===== src/sv/indexed_ordered_list_macros.svh =====
// ----------------------------------------------------------------------------
// Indexed ordered list assertion macros
// Shared concurrent assertion helpers for the indexed ordered list block.
// ----------------------------------------------------------------------------
`ifndef INDEXED_ORDERED_LIST_MACROS_SVH
`define INDEXED_ORDERED_LIST_MACROS_SVH
`ifndef SYNTHESIS
// Same-cycle implication, disabled while reset is high.
`define IOL_ASSERT_IMPL(label, clk, rst, ante, cons) \
   label: assert property (@(posedge clk) disable iff (rst) (ante) |-> (cons)) \
      else $error("indexed_ordered_list assertion failed");
// Next-cycle implication, disabled while reset is high.
`define IOL_ASSERT_NEXT(label, clk, rst, ante, cons) \
   label: assert property (@(posedge clk) disable iff (rst) (ante) |=> (cons)) \
      else $error("indexed_ordered_list assertion failed");
`else
`define IOL_ASSERT_IMPL(label, clk, rst, ante, cons)
`define IOL_ASSERT_NEXT(label, clk, rst, ante, cons)
`endif
`endif


===== src/sv/iol_pkg.sv =====
// ----------------------------------------------------------------------------
// Indexed ordered list package
// Sizes, command and status codes, and the cell operation type.
// ----------------------------------------------------------------------------
package iol_pkg;

   // Storage size and word width.
   localparam int DEPTH      = 16;
   localparam int WORD_WIDTH = 32;
   localparam int IDX_W      = $clog2(DEPTH);
   localparam int CNT_W      = $clog2(DEPTH + 1);

   typedef logic [WORD_WIDTH-1:0] word_type;
   typedef logic [CNT_W-1:0]      count_type;

   // Command codes.
   typedef enum logic [2:0] {
      FUNC_APPEND  = 3'd0,
      FUNC_PREPEND = 3'd1,
      FUNC_READ    = 3'd2,
      FUNC_FIND    = 3'd3,
      FUNC_REMOVE  = 3'd4
   } func_type;

   // Response status codes.
   typedef enum logic [1:0] {
      STAT_OK        = 2'd0,
      STAT_FULL      = 2'd1,
      STAT_RANGE     = 2'd2,
      STAT_NOT_FOUND = 2'd3
   } status_type;

   // What a cell loads at the next edge.
   typedef enum logic [1:0] {
      CELL_HOLD      = 2'd0,
      CELL_LOAD      = 2'd1,
      CELL_FROM_PREV = 2'd2,
      CELL_FROM_NEXT = 2'd3
   } cell_op_type;

endpackage


===== src/sv/iol_cell.sv =====
// ----------------------------------------------------------------------------
// Indexed ordered list cell
// Holds one list entry, shifts with its neighbors and compares against a key.
// ----------------------------------------------------------------------------
module iol_cell (
   input  logic                 clock,
   input  iol_pkg::cell_op_type op,
   input  iol_pkg::word_type    new_word,
   input  iol_pkg::word_type    prev_word,
   input  iol_pkg::word_type    next_word,
   input  iol_pkg::word_type    key,
   output iol_pkg::word_type    word,
   output logic                 match
);
   import iol_pkg::*;

   word_type word_ff;
   word_type word_in;

   // Select the next content of this entry.
   always_comb begin
      case (op)
         CELL_LOAD:      word_in = new_word;
         CELL_FROM_PREV: word_in = prev_word;
         CELL_FROM_NEXT: word_in = next_word;
         default:        word_in = word_ff;
      endcase
   end

   // Entry storage; contents are undefined until written.
   always_ff @(posedge clock) begin
      word_ff <= word_in;
   end

   assign word  = word_ff;
   assign match = (word_ff == key);

endmodule


===== src/sv/indexed_ordered_list.sv =====
// ----------------------------------------------------------------------------
// Indexed ordered list
// Bounded ordered word store with append, prepend, read, find and remove.
// ----------------------------------------------------------------------------
// The list is a row of DEPTH cells, one entry each; a prepend shifts every
// cell one place toward the back and a remove shifts the cells at and behind
// the index one place toward the front, all at the same edge. Each command
// is decoded against the current cells and count; the response lands in an
// output register and the cells update at the same edge. A new command is
// taken in every cycle in which the output register is empty or its
// response is being transferred, so the sustained rate is one command per
// cycle.
`include "indexed_ordered_list_macros.svh"

module indexed_ordered_list (
   input  logic        clock,
   input  logic        reset,
   input  logic        req_valid,
   output logic        req_ready,
   input  logic [2:0]  req_func,
   input  logic [3:0]  req_position,
   input  logic [31:0] req_word_in,
   output logic        rsp_valid,
   input  logic        rsp_ready,
   output logic [31:0] rsp_word_out,
   output logic [4:0]  rsp_index_out,
   output logic [1:0]  rsp_status,
   output logic [4:0]  rsp_count_out
);
   import iol_pkg::*;

   word_type    cell_word [DEPTH];
   logic        cell_match [DEPTH];
   cell_op_type cell_op [DEPTH];
   word_type    key;

   count_type   count_ff, count_in;
   logic        rsp_valid_ff, rsp_valid_in;
   logic [31:0] rsp_word_out_ff, rsp_word_out_in;
   logic [4:0]  rsp_index_out_ff, rsp_index_out_in;
   status_type  rsp_status_ff, rsp_status_in;

   logic        fire;
   logic        full;
   logic        in_range;
   logic        hit;
   count_type   hit_idx;
   count_type   pos_ext;

   assign key       = req_word_in[WORD_WIDTH-1:0];
   assign req_ready = !rsp_valid_ff || rsp_ready;
   assign fire      = req_valid && req_ready;
   assign full      = (count_ff == CNT_W'(DEPTH));
   assign pos_ext   = CNT_W'(req_position);
   assign in_range  = (pos_ext < count_ff);

   // Row of cells; the front cell takes the new word on a prepend.
   for (genvar i = 0; i < DEPTH; i++) begin : g_cell
      iol_cell u_cell (
         .clock     (clock),
         .op        (cell_op[i]),
         .new_word  (key),
         .prev_word ((i == 0) ? key : cell_word[(i == 0) ? 0 : i - 1]),
         .next_word ((i == DEPTH - 1) ? cell_word[i]
                                      : cell_word[(i == DEPTH - 1) ? i : i + 1]),
         .key       (key),
         .word      (cell_word[i]),
         .match     (cell_match[i])
      );
   end

   // First valid cell that matches the key.
   always_comb begin
      hit     = 1'b0;
      hit_idx = '0;
      for (int i = DEPTH - 1; i >= 0; i--) begin
         if (cell_match[i] && (CNT_W'(i) < count_ff)) begin
            hit     = 1'b1;
            hit_idx = CNT_W'(i);
         end
      end
   end

   // Per-cell operation for the accepted command.
   always_comb begin
      for (int i = 0; i < DEPTH; i++) begin
         cell_op[i] = CELL_HOLD;
         if (fire) begin
            case (func_type'(req_func))
               FUNC_APPEND: begin
                  if (!full && (CNT_W'(i) == count_ff)) cell_op[i] = CELL_LOAD;
               end
               FUNC_PREPEND: begin
                  if (!full) cell_op[i] = (i == 0) ? CELL_LOAD : CELL_FROM_PREV;
               end
               FUNC_REMOVE: begin
                  if (in_range && (CNT_W'(i) >= pos_ext)) cell_op[i] = CELL_FROM_NEXT;
               end
               default: cell_op[i] = CELL_HOLD;
            endcase
         end
      end
   end

   // Response and count for the accepted command.
   always_comb begin
      count_in         = count_ff;
      rsp_word_out_in  = '0;
      rsp_index_out_in = '0;
      rsp_status_in    = STAT_OK;
      case (func_type'(req_func))
         FUNC_APPEND, FUNC_PREPEND: begin
            if (full) rsp_status_in = STAT_FULL;
            else      count_in      = count_ff + 1'b1;
         end
         FUNC_READ: begin
            if (in_range) rsp_word_out_in = 32'(cell_word[req_position]);
            else          rsp_status_in   = STAT_RANGE;
         end
         FUNC_FIND: begin
            if (hit) begin
               rsp_index_out_in = 5'(hit_idx);
            end else begin
               rsp_index_out_in = 5'(count_ff);
               rsp_status_in    = STAT_NOT_FOUND;
            end
         end
         FUNC_REMOVE: begin
            if (in_range) begin
               rsp_word_out_in = 32'(cell_word[req_position]);
               count_in        = count_ff - 1'b1;
            end else begin
               rsp_status_in = STAT_RANGE;
            end
         end
         default: count_in = count_ff;
      endcase
   end

   // Output valid: set by a new command, cleared when the transfer completes.
   always_comb begin
      if (fire)           rsp_valid_in = 1'b1;
      else if (rsp_ready) rsp_valid_in = 1'b0;
      else                rsp_valid_in = rsp_valid_ff;
   end

   // Control registers.
   always_ff @(posedge clock) begin
      if (reset) begin
         count_ff     <= '0;
         rsp_valid_ff <= 1'b0;
      end else begin
         rsp_valid_ff <= rsp_valid_in;
         if (fire) count_ff <= count_in;
      end
   end

   // Response payload registers.
   always_ff @(posedge clock) begin
      if (fire) begin
         rsp_word_out_ff  <= rsp_word_out_in;
         rsp_index_out_ff <= rsp_index_out_in;
         rsp_status_ff    <= rsp_status_in;
      end
   end

   assign rsp_valid     = rsp_valid_ff;
   assign rsp_word_out  = rsp_word_out_ff;
   assign rsp_index_out = rsp_index_out_ff;
   assign rsp_status    = rsp_status_ff;
   assign rsp_count_out = 5'(count_ff);

   // Checks on count bookkeeping and response timing.
   `IOL_ASSERT_IMPL(a_count_max, clock, reset, 1'b1, count_ff <= CNT_W'(DEPTH))
   `IOL_ASSERT_NEXT(a_rsp_after_fire, clock, reset, fire, rsp_valid)
   `IOL_ASSERT_IMPL(a_full_means_full, clock, reset, rsp_valid && (rsp_status_ff == STAT_FULL), count_ff == CNT_W'(DEPTH))
   `IOL_ASSERT_NEXT(a_append_grows, clock, reset, fire && (req_func == FUNC_APPEND) && !full, count_ff == $past(count_ff) + 1'b1)

endmodule

===== config.mk =====
export PLATFORM = sky130hd
export DESIGN_NAME = indexed_ordered_list
export DESIGN_NICKNAME = d
export VERILOG_FILES = /design/src/sv/iol_pkg.sv /design/src/sv/iol_cell.sv /design/src/sv/indexed_ordered_list.sv
export VERILOG_INCLUDE_DIRS = /design/src /design/src/sv
export SDC_FILE = /design/constraint.sdc
export NUM_CORES = 2
export LEC_CHECK = 0
export ABC_AREA = 1
export BUFFER_PORTS_ARGS = -buffer_cell sky130_fd_sc_hd__buf_4
export CAP_MARGIN = 20
export CORE_MARGIN = 10
export CORE_UTILIZATION = 34
export DETAILED_ROUTE_END_ITERATION = 12
export SKIP_LAST_GASP = 1
export SYNTH_ARGS = -nofsm -noshare
export SYNTH_HDL_FRONTEND = slang
export SYNTH_HIERARCHICAL = 1
export SYNTH_SLANG_ARGS = --single-unit

===== constraint.sdc =====
create_clock -name clock -period 3.9 [get_ports clock]
set_clock_uncertainty 0.05 [all_clocks]
set_input_delay 0.195 -clock clock [delete_from_list [all_inputs] [get_ports clock]]
set_output_delay 0.195 -clock clock [all_outputs]
set_load 0.01 [all_outputs]

## Word-level counts from Yosys, hierarchy flattened

Index checks and enable logic that the tools add are counted.

| storage, ports and cells | value |
|---|---|
| flip-flop bits (word level) | 557 |
| input port bits | 43 |
| logic and storage cells | 347 |
| output and inout port bits | 46 |

| cells by class | value |
|---|---|
| mux-type cells | 127 |
| eq/ne operators | 85 |
| add/subtract/negate cells | 2 |
| reductions and logical operators | 77 |
| order comparisons | 34 |
| bitwise operators | 1 |

Operators with widths:

| kind | number |
|---|---|
| $pmux 32 s3 | 14 |
| $eq 32x32->1 | 16 |
| $bmux 32 s4 | 1 |
| $pmux 32 s2 | 2 |
| $pmux 2 s3 | 17 |
| $mux 5 | 18 |
| $mux 2 | 35 |
| $mux 32 | 2 |
| $eq 2x2->1 const B | 31 |
| $logic_and 1x1->1 | 49 |
| $reduce_bool 3->1 | 14 |
| $eq 4x5->1 const A | 8 |
| $lt 4x5->1 const A | 8 |
| $mux 1 | 36 |
| $eq 2x1->1 const B | 16 |
| $ge 4x4->1 const A | 8 |
| $eq 3x5->1 const A | 4 |
| $lt 3x5->1 const A | 4 |
| $ge 3x4->1 const A | 4 |
| $eq 2x5->1 const A | 2 |
| $lt 1x5->1 const A | 2 |
| $lt 2x5->1 const A | 2 |
| $pmux 5 s2 | 1 |
| $ge 1x4->1 const A | 2 |
| other kinds (21) | 30 |

## Depth between registers and ports, before layout

| depth | value |
|---|---|
| depth after elaboration | 20 |
| gate-level depth with buffers | 22 |

## Cells and area by module

The synthesis kept the hierarchy.

By module, submodules not included:

| module | sequential area each (µm²) | times used | cells an instance | area an instance (µm²) |
|---|---|---|---|---|
| iol_cell | 960.9 | 16 | 345 | 2,293.4 |
| indexed_ordered_list | 1,291.2 | 1 | 1,240 | 7,020.5 |

## Worst setup path before layout

Ideal clock, no wire load.

| timing | value |
|---|---|
| path type | reg-to-reg |
| start point | register count_ff[2], in the netlist rsp_count_out[2] |
| end point | register g_cell[6].u_cell.word_ff[0] (enable) |
| buffers on the path | 2 |
| library setup time | 375 ps |
| data arrival time | 2,592 ps |
| data required time | 3,475 ps |
| stages on the path, launching flop included | 12 |
| setup slack | 883 ps |
| path through | dfxtp_1 -> buf_4 -> inv_1 -> ha_1 -> a21o_1 -> a22oi_4 -> nand3_4 -> nor2_4 -> o31ai_1 -> a21oi_1 -> buf_4 -> or2_2 |

RTL lines:

| element | RTL line | source |
|---|---|---|
| start, declared | indexed_ordered_list.sv:37 | `count_type count_ff, count_in;` |
| start signal, assigned | indexed_ordered_list.sv:154 | `if (fire) count_ff <= count_in;` |
| end signal, assigned | iol_cell.sv:32 | `word_ff <= word_in;` |
| end, declared | iol_cell.sv:17 | `word_type word_ff;` |

==> reports/metrics.yaml <==
global_routing:
  grtUsageMet3_pct: 4.10
  grt_pass1_vias: 37600
  antenna_found_initial: 5
  grt_pass1_wl_um: 234000
  use_met2_pct: 29.7
  overflow: 0
  track_usage_pct: 20.5
  grt_use_met1_pct: 30.6
  grt_max_degree: 139
  busiest_layer: "met1"
yosys:
  synth_top_family_by_area: "simple AND/OR/NAND/NOR gates"
  ys_warn_count: 6
  synth_area_sq_mm: 0.0437
  synth_adder_area_share_pct: 0.229
  syn_area_per_cell_sq_um: 6.47
  synth_cell_types: 40
  ys_seq_area_share_pct: 38.1
  synth_xor_area_share_pct: 1.10
  synth-simple-area-share_pct: 42.8
  syn_inst: 6760
  synth_edf_count: 551
  synth_flop_cell: "edfxtp_1"
  synth_compound_area_share_pct: 6.13
  synthArstFlopShare_pct: 0
  syn-num-nets: 6811
  muxShareOfSynthArea_pct: 0
  ys_ff_latch: 557
clock_tree:
  post-cts-setup-buffers: 0
  clockBufferDepth: 3
  cts_tree: "yes"
  root_buffer: "clkbuf_16"
  clkTransAtPathRegs_ns: 0.06
  ctsResizeCount: 0
  clock_latency_ns: 0.63
  clock_sinks: 557
  cts_buffers: 70
  cts-htree-levels: 3
cells_and_area:
  multi_input_area_sq_mm: 0.0223
  fillers: 13400
  synthToLayoutAreaGrowth_pct: 9.57
  seqCellArea_sq_mm: 0.0167
  layout-drive-gt1-share_pct: 6.02
  layout.nets: 6765
worst_setup_path:
  endpoint_kind: "flip-flop"
  cp.arrival_ns: 4.06
  criticalPathCategory: "reg -> reg"
  required_ns: 4.32
  startpoint_type: "flip-flop"
  critPathMaxFanout: 33
routing:
  first_pass_iters: 6
  wl_um: 153000
  drc: 0
  wire_per_inst_um: 18.2
  routed_via_density: 5.16
  first_iter_violations: 5023
  num_vias: 43400
  ant_nets: 0
timing:
  maxSlewHeadroom_pct: 34.9
  finalHoldViolCount: 0
  max_clock_freq_mhz: 275
  fin_ws_ns: 0.264
  period_share_pct: 93.2
  fin_setup_tns_ns: 0
  finalSetupViolations: 0
  rsz0062_at_grt: "false"
  finalCriticalPeriod_ns: 3.64
  tightest_slew_ns: 0.975
  slew_violations: 0
  whs_ns: 0.116
place:
  dp_worst_setup_slack_ns: 0.387
  port_buffers: 88
  place_congestion: 0.918
  hpwl_um: 116000
die:
  initial_core_util_pct: 34.2
  die_h_um: 379
  core_area_sq_mm: 0.128
  fp.dieW_um: 379
  num_io_pins: 89
  die_area_sq_mm: 0.143
  rows: 131
flow_run:
  cap_viol_max_count: 0
pwr:
  leakagePower_nw: 22.3
  powerDensity_mw_per_mm2: 324
  ir_drop_mv: 0.252
run_status:
  status: "finished, final reports clean"
min_path:
  min_path_type: "in -> reg"
-- layout by cell type (no fill, tap or decap), types with 7 or more instances in the layout --
| cell type | synthesis | final |
|---|---|---|
| inv_4 | 19 | 19 |
| nor2_2 | 7 | 13 |
| nor2_8 | 16 | 16 |
| ha_1 | 8 | 8 |
| a21oi_2 | 0 | 7 |
| buf_4 | 35 | 198 |
| a21oi_4 | 0 | 19 |
| o22ai_1 | 128 | 128 |
| a41oi_1 | 32 | 32 |
| clkbuf_1 | 61 | 16 |
| inv_1 | 791 | 789 |
| nand3_1 | 1053 | 1053 |
| xor2_1 | 54 | 54 |
| o21ai_0 | 262 | 262 |
| clkinv_2 | 0 | 7 |
| nand2_1 | 2439 | 2438 |
| a21oi_1 | 36 | 10 |
| or2_2 | 17 | 17 |
| buf_12 | 0 | 8 |
| edfxtp_1 | 551 | 551 |
| nor2_1 | 973 | 967 |
| clkinv_1 | 1 | 15 |
| clkbuf_16 | 0 | 71 |
-- report_power, final --
part	internal [W]	switching, W
Sequential	0.00681	0.000207
Clock	0.00352	0.00273
Combinational	0.000704	0.00153
Total	0.0110	0.00447
-- logic make-up (layout without fill, tap and decap cells) --
kind of cell               after synthesis  count (layout)
and+or+nand+nor                       4525            4525
xor gates and xnor gates                55              55
AOI/OAI and AO/OA                      472             472
other                                    0               1
DFF                                    557             557
adders and majority gates                8               8
buffers and inverters                 1143            1142
-- flip-flops by register name, indices dropped and copies added (netlist names) --
signal              flops
g_cell.u_cell/word    512
rsp_count_out           5
rsp_index_out           5
rsp_status              2
rsp_valid               1
rsp_word_out           32
-- final cells by class --
cell class,count,area share (%)
Inverter,813,6.49
Timing Repair Buffer,212,3.57
Multi-Input combinational cell,5060,46.5
Clock buffer,87,3.83
Clock inverter,30,0.478
Sequential cell,557,34.8
Antenna cell,1,0.00522
Tap cell,1662,4.34
-- worst paths after layout --
check,start,to,slack (ns),cells after the start
worst min-delay path,req_word_in[25],g_cell[0].u_cell/word[25]$_DFFE_PP_,0.12,3
worst min register to register,rsp_count_out[3]$_SDFFE_PP0P_,rsp_count_out[3]$_SDFFE_PP0P_,0.53,2
worst max register to register,rsp_count_out[1]$_SDFFE_PP0P_,g_cell[12].u_cell/word[4]$_DFFE_PP_,0.26,13
worst max-delay path,rsp_count_out[1]$_SDFFE_PP0P_,g_cell[12].u_cell/word[4]$_DFFE_PP_,0.26,13
-- what timing repair did --
action / CTS / global route
hold buffers: 5 / 0
setup endpoints to repair: 0 / 0
endpoints found under the hold margin: 8 / 0
-- synth_stat cells (2+ instances only) --
library cell	n	share of area [%]
or2_2	17	0.24
nand2_2	3	0.043
nor2_2	7	0.10
inv_2	2	0.017
clkbuf_2	2	0.023
nand2_1	2439	21
buf_4	35	0.60
a21oi_1	36	0.41
buf_6	50	1.3
clkbuf_1	61	0.52
nor2_8	16	0.73
o21ai_0	262	3.0
ha_1	8	0.23
inv_1	791	6.8
a31oi_1	3	0.043
o21ai_1	6	0.069
nand3_1	1053	12
buf_2	181	2.1
nor2_4	4	0.10
nor2_1	973	8.4
inv_4	19	0.27
o22ai_1	128	1.8
nand4_1	6	0.086
xor2_1	54	1.1
nor3_1	3	0.034
edfxtp_1	551	38
dfxtp_1	6	0.27
a41oi_1	32	0.64
-- metal layers --
metal  vias to the layer above  part of all wire [%]
met2                      1961                    41
met3                       188                    10
li1                      21500                     -
met5                         -                     0
met1                     19800                    46
met4                         0                   2.5
-- metrics by stage --
stage	utilization (%)	instances	cell area, sq um	total power [W]
finish	37.5	8422	47900	0.0155
global placement	35.9	8299	45800	0.00927
detailed placement	35.9	8299	45800	0.00932
floorplan	-	6760	43700	0.00847
global route	37.5	8422	47900	0.0161
CTS	37.5	8421	47900	0.0156
-- critical path, stage by stage, from the launching register on --
cell     delay (ns)
dfxtp_1        0.52
inv_1          0.24
ha_1           0.23
a21o_1         0.17
a22oi_4        0.18
nand3_4        0.24
nor2_1         0.29
nor2_1         0.14
a21oi_2        0.29
buf_4          0.31
inv_4          0.19
nor2_8         0.40
nand2_1        0.11
nand3_1        0.09
Power figures use the tool's default switching activity.
